[src/design/afc_pkg.sv]
`timescale 1ns / 1ps
// ----------------------------------------------------------------------------
// afc_pkg
// Types and constants shared by the box build and frustum cull unit.
// ----------------------------------------------------------------------------
package afc_pkg;

	localparam int CW          = 32;
	localparam int HW          = CW - 1;
	localparam int PLANE_COUNT = 6;
	localparam int ROW_COUNT   = 3;
	localparam int MUL_W       = CW + 1;
	localparam int PROD_W      = 2 * MUL_W;
	localparam int ACC_W       = PROD_W + 2;
	localparam int Q_DEPTH     = 2;

	localparam logic signed [CW-1:0] COORD_MAX = {1'b0, {(CW-1){1'b1}}};
	localparam logic signed [CW-1:0] COORD_MIN = {1'b1, {(CW-1){1'b0}}};

	typedef enum logic [1:0] {
		OP_VERTEX = 2'd0,
		OP_ROW    = 2'd1,
		OP_PLANE  = 2'd2,
		OP_RSVD   = 2'd3
	} opcode_t;

	typedef enum logic [1:0] {
		S_IDLE,
		S_MUL,
		S_ACC,
		S_DONE
	} back_state_t;

	typedef struct packed {
		logic [1:0]          opcode;
		logic [2:0]          slot;
		logic signed [CW-1:0] val_a;
		logic signed [CW-1:0] val_b;
		logic signed [CW-1:0] val_c;
		logic signed [CW-1:0] val_d;
		logic                last_vertex;
	} item_t;

	typedef struct packed {
		logic                inside_res;
		logic signed [CW-1:0] center_x;
		logic signed [CW-1:0] center_y;
		logic signed [CW-1:0] center_z;
		logic [HW-1:0]       half_x;
		logic [HW-1:0]       half_y;
		logic [HW-1:0]       half_z;
	} result_t;

	typedef struct packed {
		logic signed [CW-1:0] a;
		logic signed [CW-1:0] b;
		logic signed [CW-1:0] c;
		logic signed [CW-1:0] d;
	} coef_t;

	typedef struct packed {
		logic signed [2:0][CW-1:0] c;
		logic [2:0][HW-1:0]        h;
	} job_t;

	typedef struct packed {
		logic push;
		logic pop;
		logic full;
		logic empty;
	} q_ctrl_t;

endpackage

[src/design/afc_front.sv]
`timescale 1ns / 1ps
// ----------------------------------------------------------------------------
// afc_front
// Accepts items, grows the running box and holds the matrix and plane stores.
// ----------------------------------------------------------------------------
module afc_front (
	input  logic           clk,
	input  logic           arst_n,
	input  logic           start,
	input  afc_pkg::item_t item,
	output logic           busy,
	input  logic           back_idle,
	input  logic           q_full,
	input  logic           q_empty,
	output logic           push,
	output afc_pkg::job_t  push_job,
	output afc_pkg::coef_t rows [afc_pkg::ROW_COUNT],
	output afc_pkg::coef_t planes [afc_pkg::PLANE_COUNT]
);
	import afc_pkg::*;

	logic signed [2:0][CW-1:0] min_q, max_q, vtx, nmin, nmax;
	item_t                     pend_q;
	logic                      pend_valid_q;
	logic                      accept, load_ok, can_apply, wr_en;
	item_t                     src;
	logic signed [CW:0]        sum, diff;
	coef_t                     rows_q [ROW_COUNT];
	coef_t                     planes_q [PLANE_COUNT];

	assign busy      = q_full | pend_valid_q;
	assign accept    = start & ~busy;
	assign load_ok   = accept & (((item.opcode == OP_ROW) && (item.slot < 3'(ROW_COUNT)))
		|| ((item.opcode == OP_PLANE) && (item.slot < 3'(PLANE_COUNT))));
	assign can_apply = q_empty & back_idle;
	assign wr_en     = can_apply & (pend_valid_q | load_ok);
	assign src       = pend_valid_q ? pend_q : item;
	assign push      = accept & (item.opcode == OP_VERTEX) & item.last_vertex;
	assign vtx       = {item.val_c, item.val_b, item.val_a};

	always_comb begin
		for (int i = 0; i < 3; i++) begin
			nmin[i]       = ($signed(vtx[i]) < $signed(min_q[i])) ? vtx[i] : min_q[i];
			nmax[i]       = ($signed(vtx[i]) > $signed(max_q[i])) ? vtx[i] : max_q[i];
			sum           = {nmin[i][CW-1], nmin[i]} + {nmax[i][CW-1], nmax[i]};
			diff          = {nmax[i][CW-1], nmax[i]} - {nmin[i][CW-1], nmin[i]};
			push_job.c[i] = sum[CW:1];
			push_job.h[i] = diff[CW-1:1];
		end
	end

	always_ff @(posedge clk or negedge arst_n) begin
		if (!arst_n) begin
			min_q        <= {3{COORD_MAX}};
			max_q        <= {3{COORD_MIN}};
			pend_valid_q <= 1'b0;
		end else begin
			if (accept && (item.opcode == OP_VERTEX)) begin
				if (item.last_vertex) begin
					min_q <= {3{COORD_MAX}};
					max_q <= {3{COORD_MIN}};
				end else begin
					min_q <= nmin;
					max_q <= nmax;
				end
			end
			if (load_ok && !can_apply) begin
				pend_valid_q <= 1'b1;
			end else if (pend_valid_q && can_apply) begin
				pend_valid_q <= 1'b0;
			end
		end
	end

	always_ff @(posedge clk) begin
		if (load_ok && !can_apply) begin
			pend_q <= item;
		end
		if (wr_en) begin
			if (src.opcode == OP_ROW) begin
				rows_q[src.slot[1:0]] <= '{src.val_a, src.val_b, src.val_c, src.val_d};
			end else begin
				planes_q[src.slot] <= '{src.val_a, src.val_b, src.val_c, src.val_d};
			end
		end
	end

	assign rows   = rows_q;
	assign planes = planes_q;

endmodule

[config.mk]
export PLATFORM = sky130hd
export DESIGN_NAME = afc_front
export DESIGN_NICKNAME = d
export VERILOG_FILES = /design/src/design/afc_pkg.sv /design/src/design/afc_front.sv
export SDC_FILE = /design/constraint.sdc
export NUM_CORES = 2
export LEC_CHECK = 0
export ABC_CLOCK_PERIOD_IN_PS = 9950
export BUFFER_PORTS_ARGS = -buffer_cell sky130_fd_sc_hd__clkbuf_2
export CORE_AREA = 2 2 570 572
export DETAILED_ROUTE_END_ITERATION = 16
export DIE_AREA = 0 0 572 574
export GPL_TIMING_DRIVEN = 0
export PLACE_DENSITY = 0.39
export SLEW_MARGIN = 25
export SYNTH_ARGS = -nofsm -noshare
export SYNTH_HDL_FRONTEND = slang
export SYNTH_SLANG_ARGS = --single-unit
[constraint.sdc]
create_clock -name clk -period 9.95 [get_ports clk]
set_clock_uncertainty 0.05 [all_clocks]
set_input_delay 0.4975 -clock clk [delete_from_list [all_inputs] [get_ports clk]]
set_output_delay 0.4975 -clock clk [all_outputs]
set_load 0.05 [all_outputs]
==> key figures <==
Setup path
  • Critical-path top delay cell: or4_1
  • Crit path top cell by count: a21oi_1
  • Reg2Reg Depth: 13
  • Worst-path maximum fanout: 19
  • Critical path type: primary input to primary output
  • Type of origin of the critical path: primary input
  • CP endpoint kind: primary output
  • CP required: 9.40 ns
  • Critical path's largest stage delay: 0.66 ns
  • Worst EP arrival: 8.88 ns

Cells and area
  • Area grow syn2layout: 35.0%
  • Share of cells above drive strength 1: 0.324
  • Most common cell after layout, fill and taps aside: clkbuf_2
  • Fill count: 33,700
  • Most frequent cells in the layout: clkbuf_2 (1,501), edfxtp_1 (1,285), inv_1 (397), ha_1 (375), o21ai_0 (295)
  • Fin nets: 6,963
  • Core Util, Final: 0.265

Power and ir drop
  • Peak VDD IR: 0.776 mV
  • PwrDens: 351 mW/mm^2
  • Total power: 30.1 mW
  • Leakage: 34.0 nW

Drt
  • DRT Wirelength: 273,000 um
  • DRT Pass-1 Iters: 5
  • Vias: 45,200
  • Post-DR wirelength/cell: 25.0 um
  • DRT iter0 DRCs: 3,183
  • Avg Vias per Cell: 4.13
  • Drt drc: 0
  • Remaining antenna violation count: 0

Clocking
  • CTS clk-pin slew, worst paths: 0.05 ns
  • Clk sinks: 1,478
  • Clock Tree Root: clkbuf_16
  • Clock Path Buffers: 4
  • CTS tree: built
  • CTS buffer count: 180
  • H-tree depth: 4
  • Clock Latency Late Sink: 0.85 ns

Synth
  • Simple-Gate Fraction of Synth Area: 0.0603
  • Largest family of logic cells by synthesized area: compound AO/OA/AOI/OAI gates
  • Netlist cell types: 86
  • XOR/XNOR share of the synthesized area: 0.0229
  • Mapped Nets: 5,080
  • Seq/Total Area, Yosys: 0.686
  • Adder-cell share of the synthesized area: 0.0749
  • Yosys top cell area share: 0.608
  • Ys async rst share: 0.131
  • Post-Syn Instances: 4,562
  • Synth Register Bits: 1,478
  • Avg Cell Area, Syn: 13.9 um^2
  • Ys flop type: edfxtp_1
  • Synth warn: 0
  • Complex-gate fraction of the synthesized area: 0.0936
  • Top post-synthesis cells by area: edfxtp_1 (61%), ha_1 (7.4%), dfstp_2 (4.0%)
  • Post-synthesis mux area share: 0.0286
  • Dominant cell type by area after synthesis: edfxtp_1
  • Post-Syn Area: 0.0635 mm^2
  • Post-synth EDFFs: 1,285

Timing
  • RSZ-0062 raised after global routing: false
  • Final Hold Vio Count: 0
  • Fin crit period: 9.43 ns
  • Pins Over Slew Limit: 0
  • Final setup viols: 0
  • Slew HR: 0.332
  • Fin Hold WS: 0.0782 ns
  • Worst Max-Slew Pin Slew: 0.994 ns
  • FMAX: 106 MHz
  • Crit share post-route: 0.948

GRT
  • Overflow left after global routing: 0
  • Global-route wire length before repair: 369,000 um
  • Largest net degree at the start of global routing: 68
  • Initial antenna violation count: 58
  • Vias in the first global route: 44,500
  • All-Layer GR Usage: 0.160

Floorplanning
  • Die area: 0.328 mm^2
  • Initial Util: 0.197
  • Die Y: 574 um
  • Core Area: 0.323 mm^2
  • Io pins: 1,483
  • Die W: 572 um
  • Site row count: 209

Min path
  • Min-Delay Path Class: primary input to flip-flop
  • Hold depth: 1

Run
  • Max Cap Viol: 0

Outcome
  • Status: complete, no violations

Placed design
  • Gp weighted congestion: 0.815
  • Post-DP HPWL: 215,000 um
  • # port buffers: 1,482
==> flip-flops by register name, summed over array words and instances (netlist names) <==
register and flops:
planes 768, rows 384, pend_q 133, max_q 96, min_q 96, pend_valid_q 1
==> metrics by stage <==
step,std cells,TNS (ns),setup slack (ns),cell area (um^2)
after CTS,10900,0,0.00939,85500
after floorplan,4562,0,2.24,63500
final,10900,0,0.521,85700
after detailed placement,10500,0,0.149,78400
after global routing,10900,0,0.0365,85600
after global placement,10400,-3603.13,-6.47,76300
==> kinds of logic (layout without fill, tap and decap cells) <==
| family | count (synthesis) | after routing |
|---|---|---|
| compound gates | 963 | 963 |
| fa+ha+maj | 378 | 378 |
| buf+inv | 567 | 2584 |
| mux | 165 | 165 |
| other cells | 0 | 26 |
| xor+xnor | 166 | 166 |
| simple gates | 845 | 845 |
| flops | 1478 | 1478 |
==> worst max-delay path: cells and delay by family <==
| kind | cells | cell delay [ns] |
|---|---|---|
| AOI/OAI and AO/OA | 15 | 3.84 |
| and+or+nand+nor | 8 | 1.97 |
| buffers and inverters | 5 | 1.82 |
| adders and majority gates | 2 | 0.72 |
==> routing by layer <==
| layer | share of wire | global-route usage | routed length (um) | up-vias |
|---|---|---|---|---|
| met5 | 0.00013 | 0 | 35 | - |
| met4 | 0.030 | 0.0487 | 8300 | 6 |
| met3 | 0.079 | 0.0431 | 21500 | 350 |
| met2 | 0.48 | 0.267 | 130000 | 1711 |
| met1 | 0.42 | 0.200 | 113000 | 22600 |
| li1 | - | - | - | 20500 |
==> worst paths after layout <==
path                       startpoint       endpoint  slack, ns
setup / recovery            item[112]  push_job[124]       0.52
hold / removal               item[37]     pend_q[37]       0.08
setup reg to reg            min_q[66]      min_q[94]       5.70
hold reg to reg             min_q[32]      min_q[32]       0.43
max in group asynchronous      arst_n      min_q[30]       8.69
min in group asynchronous      arst_n      max_q[64]       0.25
==> synthesized netlist by cell type (5+ instances only) <==
library cell,number
inv_1,397
nor2b_1,24
dfrtp_1,97
o211ai_1,17
a211oi_1,22
buf_1,15
a31oi_1,10
nor2_1,288
or3_1,13
xnor2_1,139
o21a_1,23
nand3_1,42
ha_1,375
or2_2,7
mux2i_1,38
nor3_1,38
a22oi_1,92
nor4_1,20
nand2b_1,23
or4_1,7
o31ai_1,19
clkbuf_1,149
o21bai_1,43
and2_1,12
o21ai_0,300
a221oi_1,6
nand2_1,290
nand4_1,42
o311ai_0,9
xor2_1,27
mux2_2,126
edfxtp_1,1285
a21boi_0,9
a2111oi_0,5
and3_1,16
nor3b_1,5
dfstp_2,96
a21oi_1,294
a21o_1,46
==> report_power, final <==
part / total, mW / switching [mW] / internal, mW
registers: 7.26 / 0.0833 / 7.18
clock network: 6.48 / 2.73 / 3.75
logic: 16.4 / 12.6 / 3.79
total: 30.1 / 15.4 / 14.7
==> what timing repair did <==
action / CTS / global route
hold buffers: 135 / 0
pin swaps: 1 / 2
endpoints found under the hold margin: 339 / 0
setup buffers: 1 / 1
endpoints found under the setup margin: 8 / 15
gates resized for setup: 17 / 24
==> final cells by class <==
class	instances	area, um^2	area share
flip-flops and latches	1478	43500	0.508
multi-input cells	2517	18000	0.210
repair buffers	1703	10800	0.126
well taps	4325	5410	0.0632
clock buffers	224	4780	0.0558
inverters	398	1490	0.0174
clock inverters	92	908	0.0106
plain buffers	167	683	0.00798
diodes	26	65.1	0.000760
No activity file was read; power rests on OpenSTA's default activity.
