--- config.mk ---
export PLATFORM = sky130hd
export DESIGN_NAME = afc_back
export DESIGN_NICKNAME = d
export VERILOG_FILES = /design/src/design/afc_pkg.sv /design/src/design/afc_back.sv
export SDC_FILE = /design/constraint.sdc
export NUM_CORES = 2
export LEC_CHECK = 0
export ABC_AREA = 1
export BUFFER_PORTS_ARGS = -buffer_cell sky130_fd_sc_hd__buf_2
export CORE_AREA = 2 2 600 602
export CTS_CLUSTER_DIAMETER = 50
export DETAILED_ROUTE_END_ITERATION = 8
export DIE_AREA = 0 0 602 604
export SETUP_SLACK_MARGIN = 0.5
export SLEW_MARGIN = 5
export SYNTH_ARGS = -nofsm -noshare
export SYNTH_HDL_FRONTEND = slang
export SYNTH_SLANG_ARGS = --single-unit
--- constraint.sdc ---
create_clock -name clk -period 21.3 [get_ports clk]
set_clock_uncertainty 0.15 [all_clocks]
set_input_delay 4.26 -clock clk [delete_from_list [all_inputs] [get_ports clk]]
set_output_delay 4.26 -clock clk [all_outputs]
set_load 0.005 [all_outputs]
--- src/design/afc_pkg.sv ---
`timescale 1ns / 1ps
// ----------------------------------------------------------------------------
// afc_pkg
// Types and constants shared by the box build and frustum cull unit.
// ----------------------------------------------------------------------------
package afc_pkg;

	localparam int CW          = 32;
	localparam int HW          = CW - 1;
	localparam int PLANE_COUNT = 6;
	localparam int ROW_COUNT   = 3;
	localparam int MUL_W       = CW + 1;
	localparam int PROD_W      = 2 * MUL_W;
	localparam int ACC_W       = PROD_W + 2;
	localparam int Q_DEPTH     = 2;

	localparam logic signed [CW-1:0] COORD_MAX = {1'b0, {(CW-1){1'b1}}};
	localparam logic signed [CW-1:0] COORD_MIN = {1'b1, {(CW-1){1'b0}}};

	typedef enum logic [1:0] {
		OP_VERTEX = 2'd0,
		OP_ROW    = 2'd1,
		OP_PLANE  = 2'd2,
		OP_RSVD   = 2'd3
	} opcode_t;

	typedef enum logic [1:0] {
		S_IDLE,
		S_MUL,
		S_ACC,
		S_DONE
	} back_state_t;

	typedef struct packed {
		logic [1:0]          opcode;
		logic [2:0]          slot;
		logic signed [CW-1:0] val_a;
		logic signed [CW-1:0] val_b;
		logic signed [CW-1:0] val_c;
		logic signed [CW-1:0] val_d;
		logic                last_vertex;
	} item_t;

	typedef struct packed {
		logic                inside_res;
		logic signed [CW-1:0] center_x;
		logic signed [CW-1:0] center_y;
		logic signed [CW-1:0] center_z;
		logic [HW-1:0]       half_x;
		logic [HW-1:0]       half_y;
		logic [HW-1:0]       half_z;
	} result_t;

	typedef struct packed {
		logic signed [CW-1:0] a;
		logic signed [CW-1:0] b;
		logic signed [CW-1:0] c;
		logic signed [CW-1:0] d;
	} coef_t;

	typedef struct packed {
		logic signed [2:0][CW-1:0] c;
		logic [2:0][HW-1:0]        h;
	} job_t;

	typedef struct packed {
		logic push;
		logic pop;
		logic full;
		logic empty;
	} q_ctrl_t;

endpackage

--- src/design/afc_back.sv ---
`timescale 1ns / 1ps
// ----------------------------------------------------------------------------
// afc_back
// Transforms the box center and tests it against the frustum planes with one
// shared multiplier.
// ----------------------------------------------------------------------------
module afc_back #(
	parameter int FRAC_BITS = 16
) (
	input  logic             clk,
	input  logic             arst_n,
	input  logic             q_empty,
	input  afc_pkg::job_t    job,
	output logic             pop,
	output logic             idle,
	input  afc_pkg::coef_t   rows [afc_pkg::ROW_COUNT],
	input  afc_pkg::coef_t   planes [afc_pkg::PLANE_COUNT],
	output logic             done,
	output afc_pkg::result_t result
);
	import afc_pkg::*;

	back_state_t               state_q, state_d;
	logic [3:0]                grp_q;
	logic [2:0]                term_q;
	logic signed [ACC_W-1:0]   acc_q, sum, shifted, init_next, init_first;
	logic signed [PROD_W-1:0]  prod_q;
	logic signed [MUL_W-1:0]   op_a, op_b;
	logic signed [2:0][CW-1:0] c_q, g_q;
	logic [2:0][HW-1:0]        h_q;
	logic                      inside_q, last_term, sat_ok;
	logic [2:0]                pl_idx, pl_next;
	logic [1:0]                ax;
	logic signed [CW-1:0]      row_e, pl_e, g_sat;
	coef_t                     rw, pl;

	function automatic logic signed [ACC_W-1:0] init_val(input coef_t r, input logic is_row);
		logic signed [ACC_W-1:0] v;
		v = {{(ACC_W-CW){r.d[CW-1]}}, r.d} <<< FRAC_BITS;
		return is_row ? v : -v;
	endfunction

	function automatic logic signed [CW-1:0] pick(input coef_t r, input logic [1:0] k);
		logic signed [CW-1:0] v;
		unique case (k)
			2'd0:    v = r.a;
			2'd1:    v = r.b;
			default: v = r.c;
		endcase
		return v;
	endfunction

	assign pl_idx    = (grp_q >= 4'd3) ? 3'(grp_q - 4'd3) : '0;
	assign pl_next   = ((grp_q >= 4'd2) && (grp_q < 4'd8)) ? 3'(grp_q - 4'd2) : '0;
	assign ax        = (term_q >= 3'd3) ? 2'(term_q - 3'd3) : term_q[1:0];
	assign rw        = rows[grp_q[1:0] == 2'd3 ? 2'd0 : grp_q[1:0]];
	assign pl        = planes[pl_idx];
	assign row_e     = pick(rw, ax);
	assign pl_e      = pick(pl, ax);
	assign last_term = (grp_q < 4'd3) ? (term_q == 3'd2) : (term_q == 3'd5);
	assign sum       = acc_q + {{(ACC_W-PROD_W){prod_q[PROD_W-1]}}, prod_q};
	assign shifted   = sum >>> FRAC_BITS;
	assign sat_ok    = (&shifted[ACC_W-1:CW-1]) | ~(|shifted[ACC_W-1:CW-1]);
	assign g_sat     = sat_ok ? shifted[CW-1:0] : (shifted[ACC_W-1] ? COORD_MIN : COORD_MAX);
	assign init_first = init_val(rows[0], 1'b1);
	assign init_next = (grp_q < 4'd2) ? init_val(rows[2'(grp_q + 4'd1)], 1'b1)
		: init_val(planes[pl_next], 1'b0);

	always_comb begin
		if (grp_q < 4'd3) begin
			op_a = {row_e[CW-1], row_e};
			op_b = {c_q[ax][CW-1], c_q[ax]};
		end else if (term_q < 3'd3) begin
			op_a = {pl_e[CW-1], pl_e};
			op_b = {g_q[ax][CW-1], g_q[ax]};
		end else begin
			op_a = {2'b00, h_q[ax]};
			op_b = pl_e[CW-1] ? -{pl_e[CW-1], pl_e} : {pl_e[CW-1], pl_e};
		end
	end

	always_comb begin
		state_d = state_q;
		pop     = 1'b0;
		unique case (state_q)
			S_IDLE: begin
				if (!q_empty) begin
					pop     = 1'b1;
					state_d = S_MUL;
				end
			end
			S_MUL: state_d = S_ACC;
			S_ACC: begin
				if (last_term && (grp_q == 4'd8)) begin
					state_d = S_DONE;
				end else begin
					state_d = S_MUL;
				end
			end
			S_DONE: state_d = S_IDLE;
			default: state_d = S_IDLE;
		endcase
	end

	always_ff @(posedge clk or negedge arst_n) begin
		if (!arst_n) begin
			state_q <= S_IDLE;
			grp_q   <= '0;
			term_q  <= '0;
		end else begin
			state_q <= state_d;
			if (pop) begin
				grp_q  <= '0;
				term_q <= '0;
			end else if (state_q == S_ACC) begin
				if (last_term) begin
					term_q <= '0;
					if (grp_q != 4'd8) begin
						grp_q <= grp_q + 4'd1;
					end
				end else begin
					term_q <= term_q + 3'd1;
				end
			end
		end
	end

	always_ff @(posedge clk) begin
		if (pop) begin
			c_q      <= job.c;
			h_q      <= job.h;
			acc_q    <= init_first;
			inside_q <= 1'b1;
		end
		if (state_q == S_MUL) begin
			prod_q <= op_a * op_b;
		end
		if (state_q == S_ACC) begin
			if (!last_term) begin
				acc_q <= sum;
			end else begin
				acc_q <= init_next;
				if (grp_q < 4'd3) begin
					g_q[grp_q[1:0]] <= g_sat;
				end else if (sum[ACC_W-1]) begin
					inside_q <= 1'b0;
				end
			end
		end
	end

	assign idle   = (state_q == S_IDLE);
	assign done   = (state_q == S_DONE);
	assign result = '{inside_q, c_q[0], c_q[1], c_q[2], h_q[0], h_q[1], h_q[2]};

`ifndef ASSERT_OFF
	a_strobe_single: assert property (@(posedge clk) disable iff (!arst_n)
		done |=> !done) else $error("result strobe held two cycles");
	a_mul_then_acc: assert property (@(posedge clk) disable iff (!arst_n)
		(state_q == S_MUL) |=> (state_q == S_ACC)) else $error("multiply not accumulated");
	a_grp_range: assert property (@(posedge clk) disable iff (!arst_n)
		grp_q <= 4'd8 && term_q <= 3'd5) else $error("sequencer counter out of range");
	a_pop_idle: assert property (@(posedge clk) disable iff (!arst_n)
		pop |-> (idle && !q_empty)) else $error("pop outside idle");
`endif

endmodule

==> run_results.csv <==
group,metric,value,unit
floorplan,core,0.3576,sq mm
worst_setup_path,cpMaxStageDelayCell,"fa_1",
logic_synthesis,synth_cell_type_count,71,
placement,placed_cell_area,0.08717,sq mm
worst_setup_path,crit_path_end_kind,"register",
global_routing,top_usage_layer,"met2",
clock_tree,htreeDepth,3,
logic_synthesis,yosys-top-cells-count,"nand2_1, inv_1, fa_1",
placement,hpwl,447600,um
finish,drive_above_1_share,18.46,%
worst_setup_path,cp-start-kind,"register",
clock_tree,path_clk_slew,60,ps
clock_tree,cts_resized,0,
logic_synthesis,synth_cells,9696,
sta,tightest_slew,1395,ps
sta,final-setup-viol-count,0,
global_routing,use_met2,40.28,%
logic_synthesis,async_reset_ff_share,2.098,%
floorplan,initial_core_util,20.78,%
global_routing,grt_overflow,0,
clock_tree,clockBufferDepth,4,
logic_synthesis,ys_ff_latch,429,
clock_tree,hold_buffers,0,
clock_tree,cts_root_buf,"clkbuf_16",
sta,finalSetupTns,0,ps
global_routing,use_met3,11.34,%
sta,fmax,66.07,MHz
logic_synthesis,yosys_warnings,0,
finish,fin_util,25.37,%
run_status,violations,"antenna violations",
worst_setup_path,crit_fanout,55,
sta,hold_slack,411.2,ps
logic_synthesis,yosysSeqAreaShare,17.26,%
worst_setup_path,required,21680,ps
global_routing,grt_antenna_before_repair,264,
worst_setup_path,path_class,"register to register",
logic_synthesis,ys_top_cells_by_area,"fa_1, edfxtp_1, nand2_1",
run_status,status,"finished, violations left",
clock_tree,clock-sinks,429,
global_routing,first_global_vias,75270,
logic_synthesis,synth_edf_count,419,
sta,rsz0062_at_grt,"false",
global_routing,grtUsageTotal,28.03,%
route,drtPass1Iterations,9,
clock_tree,post_cts_buffers,0,
placement,gp_congestion,1.125,
clock_tree,cts-buffers-inserted,82,
clock_tree,clkLatencyLatePin,830,ps
route,viasPerCell,4.918,
route,drt_wl_total,525000,um
floorplan,die_width,602,um
floorplan,die_y,604,um
sta,final_max_slew_viol_count,0,
placement,portBuffers,1536,
floorplan,num_io_pins,1537,
logic_synthesis,yosysTopAreaCell,"fa_1",
hold_path,hold_path.class,"register to register",
finish,areaGrowthSynthToFinish,22.06,%
worst_setup_path,r2r_cells,42,
route,antenna_left,4,
route,drt-initial-drc-count,9869,
global_routing,grt_pass1_wl,687200,um
finish,final_nets,13740,
worst_setup_path,max_stage_delay,1140,ps
clock_tree,cts_tree,"yes",
hold_path,holdPathStages,2,
logic_synthesis,synth_top_flop_cell,"edfxtp_1",
finish,final_area,0.09071,sq mm
flow_run,drv_cap,0,
worst_setup_path,critPathArrivalTime,15520,ps
global_routing,grt_max_degree,75,
floorplan,die-area,0.3636,sq mm
route,drc,0,
global_routing,grt_use_met1,35.57,%
floorplan,rows,220,
logic_synthesis,netlist_area,0.07431,sq mm
route,avgRoutedWirePerCell,32.47,um
logic_synthesis,netlist.area_leader.share,30.25,%
worst_setup_path,path_common_cell,"fa_1",
logic_synthesis,yosys.cell_count.top_type,"nand2_1",
sta,fin_crit_sh,71.06,%
sta,finalCriticalPeriod,15140,ps
sta,hold_violations,0,
route,vias,79520,
sta,maxSlewHeadroom,6.000,%
logic_synthesis,synth_nets,12460,
logic_synthesis,synth_area_per_cell,7.664,sq um
[cell usage in the layout (no fill, tap or decap), types with 11 or more instances in the layout]
cell type and n:
a211oi_1 43, a21oi_1 719, a21oi_2 30, a31oi_1 42
buf_2 1536, buf_4 187, clkbuf_16 83, clkinv_1 17
diode_2 363, edfxtp_1 419, fa_1 1123, ha_1 292
inv_1 1611, inv_2 25, inv_6 12, mux2i_1 14
nand2_1 2235, nand2_2 14, nand3_1 460, nand3_2 16
nand3b_1 65, nand4_1 22, nor2_1 919, nor2_2 16
nor3_1 27, o2111ai_1 13, o211ai_1 84, o21a_1 14
o21ai_0 475, o21ai_1 70, o21bai_1 18, o221ai_1 11
o22ai_1 39, o311ai_0 25, or2_2 20, xnor2_1 43
xor2_1 98
[metrics by stage]
step	cells	setup slack, ps
after floorplan	9696	5292
after global placement	15660	5930
after detailed placement	15660	5892
after CTS	15810	6426
after global routing	15890	5777
final	16170	6165
[flip-flops by register name (all words and copies together) (netlist names)]
name,cells
term_q,3
grp_q,4
state_q,2
acc_q,68
g_q,96
prod_q,66
result,189
inside_q,1
[worst paths after layout]
kind | from | to | slack [ps]
max reg2reg | grp_q[0] | prod_q[65] | 6160
min in group asynchronous | arst_n | state_q[0] | 3130
min | inside_q | inside_q | 410
min reg2reg | inside_q | inside_q | 410
max in group asynchronous | arst_n | grp_q[0] | 17640
max | grp_q[0] | prod_q[65] | 6160
[cells by family after synthesis]
| logic type | after synthesis | synth area share, % |
|---|---|---|
| muxes | 14 | 0.1886 |
| DFF | 429 | 17.26 |
| xor gates and xnor gates | 141 | 1.662 |
| buffers and inverters | 2181 | 11.81 |
| AOI/OAI and AO/OA | 1663 | 12.62 |
| adders and majority gates | 1418 | 35.22 |
| and+or+nand+nor | 3850 | 21.24 |
[worst max-delay path: cells and delay by family, from the launching register on]
family	cells	cell delay (ps)
compound gates	9	1690
buf+inv	12	3830
simple gates	10	2130
xor+xnor	1	150
fa+ha+maj	10	5970
flops	1	710
[layer usage]
metal  wire [um]  vias up  share of wire [%]
met5        1814        -               0.35
met1      204900    39550                 39
met3       69190     1077                 13
li1            -    33530                  -
met2      214200     5286                 41
met4       34810       80                6.6
[final cells by class]
class | count | area [sq um]
fill | 39940 | 266900
clock inverter | 51 | 521.8
clock buffer | 93 | 2115
timing repair buffer | 1723 | 9091
multi-input combinational | 7086 | 53050
inverter | 1652 | 6226
antenna | 363 | 908.4
sequential | 429 | 12830
tap | 4773 | 5972
Power is not shown: default switching activity piles up to over one toggle a cycle in this logic, so the estimate is an artifact.
