$ cat src/design/afc_pkg.sv
`timescale 1ns / 1ps
// ----------------------------------------------------------------------------
// afc_pkg
// Types and constants shared by the box build and frustum cull unit.
// ----------------------------------------------------------------------------
package afc_pkg;

	localparam int CW          = 32;
	localparam int HW          = CW - 1;
	localparam int PLANE_COUNT = 6;
	localparam int ROW_COUNT   = 3;
	localparam int MUL_W       = CW + 1;
	localparam int PROD_W      = 2 * MUL_W;
	localparam int ACC_W       = PROD_W + 2;
	localparam int Q_DEPTH     = 2;

	localparam logic signed [CW-1:0] COORD_MAX = {1'b0, {(CW-1){1'b1}}};
	localparam logic signed [CW-1:0] COORD_MIN = {1'b1, {(CW-1){1'b0}}};

	typedef enum logic [1:0] {
		OP_VERTEX = 2'd0,
		OP_ROW    = 2'd1,
		OP_PLANE  = 2'd2,
		OP_RSVD   = 2'd3
	} opcode_t;

	typedef enum logic [1:0] {
		S_IDLE,
		S_MUL,
		S_ACC,
		S_DONE
	} back_state_t;

	typedef struct packed {
		logic [1:0]          opcode;
		logic [2:0]          slot;
		logic signed [CW-1:0] val_a;
		logic signed [CW-1:0] val_b;
		logic signed [CW-1:0] val_c;
		logic signed [CW-1:0] val_d;
		logic                last_vertex;
	} item_t;

	typedef struct packed {
		logic                inside_res;
		logic signed [CW-1:0] center_x;
		logic signed [CW-1:0] center_y;
		logic signed [CW-1:0] center_z;
		logic [HW-1:0]       half_x;
		logic [HW-1:0]       half_y;
		logic [HW-1:0]       half_z;
	} result_t;

	typedef struct packed {
		logic signed [CW-1:0] a;
		logic signed [CW-1:0] b;
		logic signed [CW-1:0] c;
		logic signed [CW-1:0] d;
	} coef_t;

	typedef struct packed {
		logic signed [2:0][CW-1:0] c;
		logic [2:0][HW-1:0]        h;
	} job_t;

	typedef struct packed {
		logic push;
		logic pop;
		logic full;
		logic empty;
	} q_ctrl_t;

endpackage

$ cat src/design/afc_queue.sv
`timescale 1ns / 1ps
// ----------------------------------------------------------------------------
// afc_queue
// Short job queue between the box builder and the cull sequencer.
// ----------------------------------------------------------------------------
module afc_queue (
	input  logic          clk,
	input  logic          arst_n,
	input  logic          push,
	input  afc_pkg::job_t push_job,
	input  logic          pop,
	output afc_pkg::job_t pop_job,
	output logic          full,
	output logic          empty
);
	import afc_pkg::*;

	localparam int PW = $clog2(Q_DEPTH);

	job_t          mem_q [Q_DEPTH];
	logic [PW-1:0] wr_ptr_q;
	logic [PW-1:0] rd_ptr_q;
	logic [PW:0]   count_q;

	assign full    = (count_q == (PW+1)'(Q_DEPTH));
	assign empty   = (count_q == '0);
	assign pop_job = mem_q[rd_ptr_q];

	always_ff @(posedge clk) begin
		if (push) begin
			mem_q[wr_ptr_q] <= push_job;
		end
	end

	always_ff @(posedge clk or negedge arst_n) begin
		if (!arst_n) begin
			wr_ptr_q <= '0;
			rd_ptr_q <= '0;
			count_q  <= '0;
		end else begin
			if (push) begin
				wr_ptr_q <= (wr_ptr_q == PW'(Q_DEPTH - 1)) ? '0 : wr_ptr_q + 1'b1;
			end
			if (pop) begin
				rd_ptr_q <= (rd_ptr_q == PW'(Q_DEPTH - 1)) ? '0 : rd_ptr_q + 1'b1;
			end
			count_q <= count_q + (PW+1)'(push) - (PW+1)'(pop);
		end
	end

endmodule

$ cat config.mk
export PLATFORM = sky130hd
export DESIGN_NAME = afc_queue
export DESIGN_NICKNAME = d
export VERILOG_FILES = /design/src/design/afc_pkg.sv /design/src/design/afc_queue.sv
export SDC_FILE = /design/constraint.sdc
export NUM_CORES = 1
export LEC_CHECK = 0
export BUFFER_PORTS_ARGS = -buffer_cell sky130_fd_sc_hd__buf_2
export CORE_MARGIN = 2
export CORE_UTILIZATION = 56
export DETAILED_ROUTE_END_ITERATION = 6
export GPL_ROUTABILITY_DRIVEN = 0
export PLACE_DENSITY = 0.84
export SLEW_MARGIN = 20
export SYNTH_ARGS = -nofsm -noshare
export SYNTH_HDL_FRONTEND = slang
export SYNTH_SLANG_ARGS = --single-unit
$ cat constraint.sdc
create_clock -name clk -period 21.6 [get_ports clk]
set_clock_uncertainty 0.05 [all_clocks]
set_input_delay 1.08 -clock clk [delete_from_list [all_inputs] [get_ports clk]]
set_output_delay 1.08 -clock clk [all_outputs]
set_load 0.02 [all_outputs]
==> results of run 1 <==
worst paths after layout:
kind	end	slack, ns	depth (start not counted)
max in group asynchronous	rd_ptr_q	21.02	1
worst max-delay path	pop_job[44]	17.36	3
worst max register to register	mem_q[1][116]	19.15	2
worst min register to register	wr_ptr_q	0.50	1
min in group clk	wr_ptr_q	0.50	1
worst min-delay path	rd_ptr_q	0.32	1
registers in the layout, indices dropped and copies added (netlist names):
name / count
count_q: 2
wr_ptr_q: 1
rd_ptr_q: 1
mem_q: 378
area by class of cell:
cell class / count / share of cell area (%)
timing repair buffer: 392 / 11.4
multi-input combinational: 198 / 14.7
tap: 330 / 2.33
sequential: 382 / 64.7
clock inverter: 18 / 0.587
antenna: 6 / 0.0849
clock buffer: 51 / 6.07
inverter: 2 / 0.0424
logic make-up after synthesis:
| kind of cell | after synthesis |
|---|---|
| flip-flops | 382 |
| multiplexers | 189 |
| AND/OR/NAND/NOR | 4 |
| buffers and inverters | 23 |
| adder cells (fa/ha/maj) | 2 |
| XOR/XNOR | 3 |
per-layer routing:
layer | vias to the layer above | GRT usage [%] | wire [microns]
met5 | - | 0 | 0
met4 | 0 | 8.17 | 868
met3 | 57 | 6.15 | 2680
met2 | 318 | 35.6 | 14800
met1 | 3511 | 22.1 | 9690
li1 | 3245 | - | -
power breakdown:
group / internal [W] / total [W] / leakage, nW / switching [W]
Sequential: 0.000985 / 0.00104 / 3.59 / 0.0000579
Clock: 0.000360 / 0.000611 / 0.583 / 0.000251
Combinational: 0.000342 / 0.000801 / 2.80 / 0.000459
Total: 0.00169 / 0.00245 / 6.98 / 0.000768
through the flow:
stage	hold WS, ns	cell area [sq um]	util (%)	instances	setup slack (ns)
detailed placement	0.489	16400	65.7	1302	17.84
CTS	0.309	17600	70.4	1371	17.28
finish	0.324	17700	70.7	1379	17.36
floorplan	0.403	14200	-	603	11.55
global route	0.306	17700	70.6	1376	17.21
global placement	0.478	16400	65.7	1302	17.85
cells in the final DEF (no fill, tap or decap), types with 2 or more instances in the layout:
cell type	n
mux2_2	89
edfxtp_1	378
clkinv_1	9
buf_2	383
clkbuf_1	9
buf_16	2
clkinv_2	8
inv_1	2
buf_4	7
clkbuf_16	41
xor2_1	2
mux2_4	100
ha_1	2
diode_2	6
dfrtp_1	3
==> impl_metrics.toml, run 1 <==
[sta]
post-route-period-util_pct = 19.6
period_needed_ns = 4.24
fmax_ghz = 0.236
slew_headroom_pct = 30.2
setup_viol = 0
finalSetupTns_ns = 0
maxSlewViolCount = 0
tightest_slew_ns = 1.05
rsz0062_at_grt = "no"
hold_violations = 0

[worst_setup_path]
cp_max_fo = 74
worstPathRequired_ns = 20.47
path_class = "register to primary output"
cp.arrival_ns = 3.11
max_stage_delay_ns = 0.99
startpoint = "rd_ptr_q"
crit_path_end_kind = "primary output"
cp_top_family = "buffers and inverters"
crit_buf_inv = 2
worstReg2RegStart = "wr_ptr_q"
startpoint_type = "register"
worstPathCellList = "buf_4, mux2_2, buf_2"
critPathSlowestCell = "dfrtp_4"

[drt]
vias_per_cell = 5.17
ant_nets = 0
route.detailed.drc = 0
num_vias = 7131
drt_iter0_drc = 607
drtPass1Iterations = 5
wire_per_inst_microns = 20.3
totalWireLength_mm = 28.0

[clock_tree]
cts_resized = 0
cts_root_buf = "clkbuf_16"
postCtsHoldBufs = 0
cts_tree = "yes"
clk_latency_ns = 0.50
cts_inserted_buffers = 38
clock_path_buffers = 3
clock-sinks = 382
cts_setup_buffers = 0
path_clk_slew_ns = 0.06
h-tree-depth = 2

[placed_design]
io_buffers = 383
hpwl_mm = 19.0

[run]
max-cap-violations = 0

[pwr]
cellLeakagePower_nw = 6.98
ir_drop_mv = 0.107
powerDensity_nw_per_um2 = 139
p_total_w = 0.00245

[synthesis]
synth_ff_type = "edfxtp_1"
yosys.area_share.simple_pct = 0.158
yosys.cell_types.count = 13
netlist_area_sq_um = 14200
synth_xor_area_share_pct = 0.290
syn_area_per_cell_sq_um = 23.6
synth_area_leaders = "edfxtp_1 80%, mux2_4 11%, mux2_2 7.0%"
synth_cells = 603
synth_edf_count = 378
yosys_warnings = 0
synthesis.nets = 798
synth.area.mux_share_pct = 17.6
async_flop_share_pct = 1.05
ys_ff_latch = 382
yosys.area.top_type = "edfxtp_1"
synth.most_common_cell = "edfxtp_1"
synth_top_family_by_area = "multiplexers"
synth_common_cells = "378 x edfxtp_1, 100 x mux2_4, 89 x mux2_2, 12 x buf_6, 9 x buf_2"
ys_seq_area_share_pct = 80.5
synth_compound_area_share_pct = 0
synth_fa_ha_area_share_pct = 0.176
netlist.area_leader.share_pct = 79.8

[global_routing]
grt_pass1_wl_mm = 39.9
antenna_found_initial = 3
grt_start_max_net_pins = 81
grt-ovfl-total = 0
grt.total_usage_pct = 19.9
grt_pass1_vias = 7405

[floorplan]
die-area_sq_um = 26700
io_pins = 384
initial_core_util_pct = 56.8
rows = 58
fp.dieW_microns = 163
coreArea_sq_um = 25000
die_height_microns = 163

[run_status]
status = "finished clean"

[layout]
syn2layout_area_growth_pct = 24.3
drive_gt1_share_pct = 60.9
seq_area_sq_um = 11500
nets = 1209
n_fill_cell = 1554
multi_input_area_sq_um = 2600

[min_path]
worst_hold_path_type = "input pin to async pin"
Power figures use the tool's default switching activity.
==> inputs of run 2 (changes only) <==
--- a/config.mk
+++ b/config.mk
@@ -7,10 +7,10 @@
 export LEC_CHECK = 0
 export BUFFER_PORTS_ARGS = -buffer_cell sky130_fd_sc_hd__buf_2
 export CORE_MARGIN = 2
-export CORE_UTILIZATION = 56
+export CORE_UTILIZATION = 47
 export DETAILED_ROUTE_END_ITERATION = 6
 export GPL_ROUTABILITY_DRIVEN = 0
-export PLACE_DENSITY = 0.84
+export PLACE_DENSITY = 0.76
 export SLEW_MARGIN = 20
 export SYNTH_ARGS = -nofsm -noshare
 export SYNTH_HDL_FRONTEND = slang
==> constraint.sdc (replaced) <==
create_clock -name clk -period 3.5 [get_ports clk]
set_clock_uncertainty 0.05 [all_clocks]
set_input_delay 0.175 -clock clk [delete_from_list [all_inputs] [get_ports clk]]
set_output_delay 0.175 -clock clk [all_outputs]
set_load 0.02 [all_outputs]
==> run 2 against run 1 <==
Routed wire length grew 15%. Register-to-register slack worse by 18 ns. Combinational power grew to 6.7 times the previous value. Sequential power increased to 6.1 times the previous value. Critical path type unchanged. Largest cell class unchanged.
==> impl_metrics.toml, run 2 (synthesized netlist as in run 1, its figures left out) <==
[layout]
regMostFlops = "mem_q"
final_cells = 1630
final_common_cell = "buf_2"
drive_gt1_share_pct = 52.1
layout_common_cells = "383 x buf_2, 378 x edfxtp_1, 193 x dlygate4sd3_1"
largest_reg_flops = 378
nets = 1407
n_fill_cell = 1900
syn2layout_area_growth_pct = 39.6
reg_top3 = "mem_q: 378 flops, count_q: 2 flops"

[sta]
hold_violations = 0
slew_headroom_pct = 58.3
fmax_ghz = 0.397
setup_viol = 0
maxSlewViolCount = 0
tightest_slew_ns = 0.625
period_needed_ns = 2.52
rsz0062_at_grt = "no"
post-route-period-util_pct = 72.0
fin_hold_ws_ns = 0.331

[min_path]
min_from = "push_job[44]"
worst_hold_path_type = "input pin to register"
min_to = "mem_q[1][44]"
min_path_cells = 2

[worst_setup_path]
startpoint_type = "register"
critPathSlowestCell = "dfrtp_4"
max_stage_delay_ns = 0.77
r2r_slack_ns = 1.65
timing.rr.end = "mem_q[1][150]"
path_class = "register to primary output"
reg2regPathDepth = 2
worstPathCellList = "buf_4, mux2_2, buf_2"
worstReg2RegStart = "wr_ptr_q"
cp.arrival_ns = 2.30
crit_path_end_kind = "primary output"
worstPathRequired_ns = 3.27
cp_max_fo = 31

[clock_tree]
cts_inserted_buffers = 39
clk_latency_ns = 0.52
h-tree-depth = 2
cts_tree = "yes"
clock-sinks = 382
clock_path_buffers = 3
cts_resized = 0
cts_root_buf = "clkbuf_16"
path_clk_slew_ns = 0.06

[floorplan]
coreArea_sq_um = 29700
initial_core_util_pct = 47.9
fp.dieW_microns = 178
die-area_sq_um = 31700
rows = 63
io_pins = 384
die_height_microns = 178

[pwr]
p_switching_w = 0.00500
power_frac_clock_pct = 26.1
powerDensity_nw_per_um2 = 799
internal-power_w = 0.0109
p_seq_share_pct = 40.2
swShare_pct = 31.5
ir_drop_mv = 0.665
cellLeakagePower_nw = 7.87
combPwrFrac_pct = 33.7

[run_status]
status = "finished clean"

[drt]
wire_per_inst_microns = 19.7
drt_iter0_drc = 464
num_vias = 7996
vias_per_cell = 4.91
ant_nets = 0
drtPass1Iterations = 4
totalWireLength_mm = 32.1
route.detailed.drc = 0

[global_routing]
grt_pass1_vias = 8414
grt_pass1_wl_mm = 46.7
grt_start_max_net_pins = 102
grt-ovfl-total = 0
antenna_found_initial = 2
grt.total_usage_pct = 19.5

[placed_design]
hpwl_mm = 19.0
dp.cells = 1368
io_buffers = 383

[run]
max-cap-violations = 0
## run 2: changes by cell type in the layout (fill, tap and decap cells not counted), sizes merged
cell	before	now
dlygate4sd3	0	193
clkbuf	51	45
diode	6	1
buf	392	396
bufinv	1	5
clkinv	17	16
clkinvlp	0	1
inv	2	3
## run 2: metrics by stage
stage	setup TNS [ns]	util (%)	power, W	area [sq um]	setup slack [ns]
4_1_cts	0	66.8	0.0159	19900	0.938
6_report	0	66.9	0.0159	19900	0.979
5_1_grt	0	66.9	0.0165	19900	0.871
2_1_floorplan	-38.04	-	0.0101	14200	-0.201
3_5_place_dp	0	56.0	0.0116	16700	1.49
3_3_place_gp	0	56.0	0.0115	16700	1.55
## run 2: timing repair
item / 4_1_cts / 5_1_grt
setup buffers: 0 / 0
endpoints found under the hold margin: 385 / 0
hold buffers: 193 / 0
endpoints found under the setup margin: 0 / 0
## run 2: power by group through the flow
stage               Combinational (W)  Sequential [W]  Clock (W)
floorplan                     0.00373         0.00638          0
global placement              0.00510         0.00642          0
detailed placement            0.00515         0.00646          0
CTS                           0.00535         0.00638    0.00421
global route                  0.00565         0.00645    0.00440
finish                        0.00534         0.00638    0.00415
## run 2: critical path: cells and delay by family (launching register included)
kind | cells | cell delay (ns)
buffers and inverters | 2 | 0.61
flip-flops | 1 | 0.77
multiplexers | 1 | 0.40
## run 2: layer usage
metal | up-vias | global-route usage [%] | share of wire (%) | wire (microns)
met4 | 0 | 7.99 | 3.8 | 1230
met3 | 78 | 5.16 | 7.8 | 2520
li1 | 3627 | - | - | -
met1 | 3943 | 22.8 | 38 | 12200
met5 | - | 0 | 0 | 0
met2 | 348 | 34.3 | 50 | 16200
## run 2: worst max path at each step
stage,from,end,cells past startpoint
CTS,rd_ptr_q,pop_job[152],3
global placement,rd_ptr_q,pop_job[74],3
floorplan,wr_ptr_q,mem_q[0][0],1
finish,rd_ptr_q,pop_job[169],3
detailed placement,rd_ptr_q,pop_job[126],3
global route,rd_ptr_q,pop_job[54],3
## run 2: cell type report
cell class | instances | area [sq um] | area share, %
flip-flops and latches | 382 | 11500 | 57.7
repair buffers | 589 | 4030 | 20.3
multi-input cells | 198 | 2600 | 13.1
clock buffers | 45 | 1040 | 5.24
well taps | 390 | 488 | 2.46
clock inverters | 23 | 238 | 1.20
inverters | 2 | 7.51 | 0.0378
diodes | 1 | 2.50 | 0.0126
==> inputs of run 3 (changes only) <==
--- a/config.mk
+++ b/config.mk
@@ -5,12 +5,13 @@
 export SDC_FILE = /design/constraint.sdc
 export NUM_CORES = 1
 export LEC_CHECK = 0
+export ABC_AREA = 1
 export BUFFER_PORTS_ARGS = -buffer_cell sky130_fd_sc_hd__buf_2
 export CORE_MARGIN = 2
-export CORE_UTILIZATION = 47
+export CORE_UTILIZATION = 53
 export DETAILED_ROUTE_END_ITERATION = 6
 export GPL_ROUTABILITY_DRIVEN = 0
-export PLACE_DENSITY = 0.76
+export PLACE_DENSITY = 0.8
 export SLEW_MARGIN = 20
 export SYNTH_ARGS = -nofsm -noshare
 export SYNTH_HDL_FRONTEND = slang
==> constraint.sdc (replaced) <==
create_clock -name clk -period 2.4 [get_ports clk]
set_clock_uncertainty 0.05 [all_clocks]
set_input_delay 0.12 -clock clk [delete_from_list [all_inputs] [get_ports clk]]
set_output_delay 0.12 -clock clk [all_outputs]
set_load 0.02 [all_outputs]
==> run 3 against run 2 <==
Sequential cell count is the same. Via count increased by 29%. Clock power up 49%. Combinational power increased by 67%. Hold slack worse by 0.068 ns. Largest cell class unchanged.
==> impl_metrics.toml, run 3 <==
[synthesis]
syn_area_per_cell_sq_um = 14.6
synthesis.nets = 1207
synth_fa_ha_area_share_pct = 0.170
synth.most_common_cell = "edfxtp_1"
synth_cells = 1012
ys_seq_area_share_pct = 77.6
synth.area.mux_share_pct = 0
synth_edf_count = 378
netlist_area_sq_um = 14800
synth_common_cells = "378 x edfxtp_1, 196 x inv_1, 195 x nand2_1, 120 x o21ai_2, 67 x o21ai_0"
async_flop_share_pct = 1.05
synth_top_family_by_area = "compound AO/OA/AOI/OAI gates"
synth_ff_type = "edfxtp_1"
synth_area_leaders = "edfxtp_1 77%, o21ai_2 7.1%, inv_1 5.0%"
netlist.area_leader.share_pct = 76.9
synth_xor_area_share_pct = 0.119
yosys_warnings = 0
yosys.area.top_type = "edfxtp_1"
ys_ff_latch = 382
yosys.area_share.simple_pct = 5.07
synth_compound_area_share_pct = 9.46
yosys.cell_types.count = 15

[layout]
design_area_sq_um = 20300
reg_top3 = "mem_q: 378 flops, count_q: 2 flops"
regMostFlops = "mem_q"
layout_common_cells = "383 x buf_2, 378 x edfxtp_1, 195 x inv_1"
final_common_cell = "buf_2"
syn2layout_area_growth_pct = 37.5
n_fill_cell = 1538
nets = 1798
drive_gt1_share_pct = 35.4
largest_reg_flops = 378

[clock_tree]
clock_path_buffers = 3
cts_tree = "yes"
cts_inserted_buffers = 38
path_clk_slew_ns = 0.07
clock-sinks = 382
cts_root_buf = "clkbuf_16"
clk_latency_ns = 0.52
h-tree-depth = 2

[worst_setup_path]
crit_buf_inv = 2
critPathSlowestCell = "dfrtp_4"
path_class = "register to primary output"
crit_path_end_kind = "primary output"
reg2regPathDepth = 3
max_stage_delay_ns = 0.60
cp_max_fo = 57
cp_top_family = "flip-flops"
cp.arrival_ns = 2.07
worstPathRequired_ns = 2.23
path_depth = 3
worstPathCellList = "buf_12, o21ai_0, buf_2"
startpoint_type = "register"

[global_routing]
grt_pass1_wl_mm = 56.9
grt_pass1_vias = 10833
grt.total_usage_pct = 25.7
grt_start_max_net_pins = 98
antenna_found_initial = 5
grt-ovfl-total = 0

[placed_design]
io_buffers = 383
postPlaceCellArea_sq_um = 17000
hpwl_mm = 20.6
preCtsSetupSlack_ns = 0.665

[sta]
tightest_slew_ns = 0.575
setup_viol = 0
fin_hold_ws_ns = 0.263
rsz0062_at_grt = "no"
post-route-period-util_pct = 93.4
fin_ws_ns = 0.158
maxSlewViolCount = 0
hold_violations = 0
fmax_ghz = 0.446
finalSetupTns_ns = 0
slew_headroom_pct = 61.6
period_needed_ns = 2.24

[drt]
vias_per_cell = 5.10
wire_per_inst_microns = 19.1
route.detailed.drc = 0
drtPass1Iterations = 5
totalWireLength_mm = 38.5
num_vias = 10291
drt_iter0_drc = 770
ant_nets = 0

[floorplan]
io_pins = 384
die-area_sq_um = 29200
die_height_microns = 171
rows = 61
initial_core_util_pct = 53.4
coreArea_sq_um = 27600
fp.dieW_microns = 171

[pwr]
powerDensity_nw_per_um2 = 1200
cellLeakagePower_nw = 8.63
ir_drop_mv = 0.861

[run]
max-cap-violations = 0

[min_path]
min_path_cells = 2
worst_hold_path_type = "input pin to register"

[run_status]
status = "finished clean"
## run 3: changes by cell type after synthesis, sizes merged, moves of 2 or more
| cell | before | now |
|---|---|---|
| nor2 | 1 | 3 |
| nor2b | 2 | 0 |
| buf | 21 | 36 |
| clkbuf | 0 | 6 |
| mux2 | 189 | 0 |
| inv | 2 | 196 |
| nand2 | 0 | 195 |
| o21ai | 0 | 189 |
## run 3: layout make-up
type / count / area [sq um] / area share [%]
clock buffers: 48 / 1050 / 5.19
multi-input cells: 392 / 2200 / 10.8
inverters: 196 / 739 / 3.64
repair buffers: 593 / 4110 / 20.2
diodes: 7 / 17.5 / 0.0863
clock inverters: 21 / 249 / 1.23
flip-flops and latches: 382 / 11500 / 56.5
well taps: 378 / 473 / 2.33
## run 3: path summary, 6_finish.rpt
check	start	end	slack [ns]
max	rd_ptr_q	pop_job[14]	0.16
min	push_job[42]	mem_q[1][42]	0.26
max reg2reg	wr_ptr_q	mem_q[1][97]	0.73
min reg2reg	wr_ptr_q	wr_ptr_q	0.59
max in group asynchronous	arst_n	rd_ptr_q	1.58
min in group asynchronous	arst_n	count_q[1]	0.51
## run 3: power by group
| part | internal (W) | switching [W] |
|---|---|---|
| clock | 0.00375 | 0.00245 |
| combinational | 0.00271 | 0.00619 |
| sequential | 0.00886 | 0.000427 |
## run 3: routing by layer
metal	part of all wire, %	GRT usage, %	up-vias
met5	0	0	-
met1	35	28.3	4937
met4	4.2	12.0	0
met3	9.6	7.91	125
li1	-	-	4647
met2	52	45.5	582
## run 3: through the flow
stage	cells	total power, W	utilization (%)
6_report	2017	0.0244	73.4
5_1_grt	2014	0.0255	73.4
4_1_cts	2009	0.0241	73.3
3_5_place_dp	1747	0.0177	61.6
3_3_place_gp	1747	0.0175	61.6
2_1_floorplan	1012	0.0153	-
## run 3: worst register-to-register path, stage by stage, from the launching register on
cell        delay [ns]
dfrtp_1           0.46
nand2_2           0.09
clkinvlp_4        0.20
buf_12            0.36
## run 3: kinds of logic after synthesis
family | count (synthesis)
flops | 382
buf+inv | 238
simple gates | 199
compound gates | 189
xor+xnor | 2
fa+ha+maj | 2
## run 3: repair_timing
action / CTS / global route
endpoints found under the setup margin: 0 / 19
endpoints found under the hold margin: 385 / 0
resized for setup: 0 / 0
hold buffers: 193 / 0
buffers inserted: 0 / 1
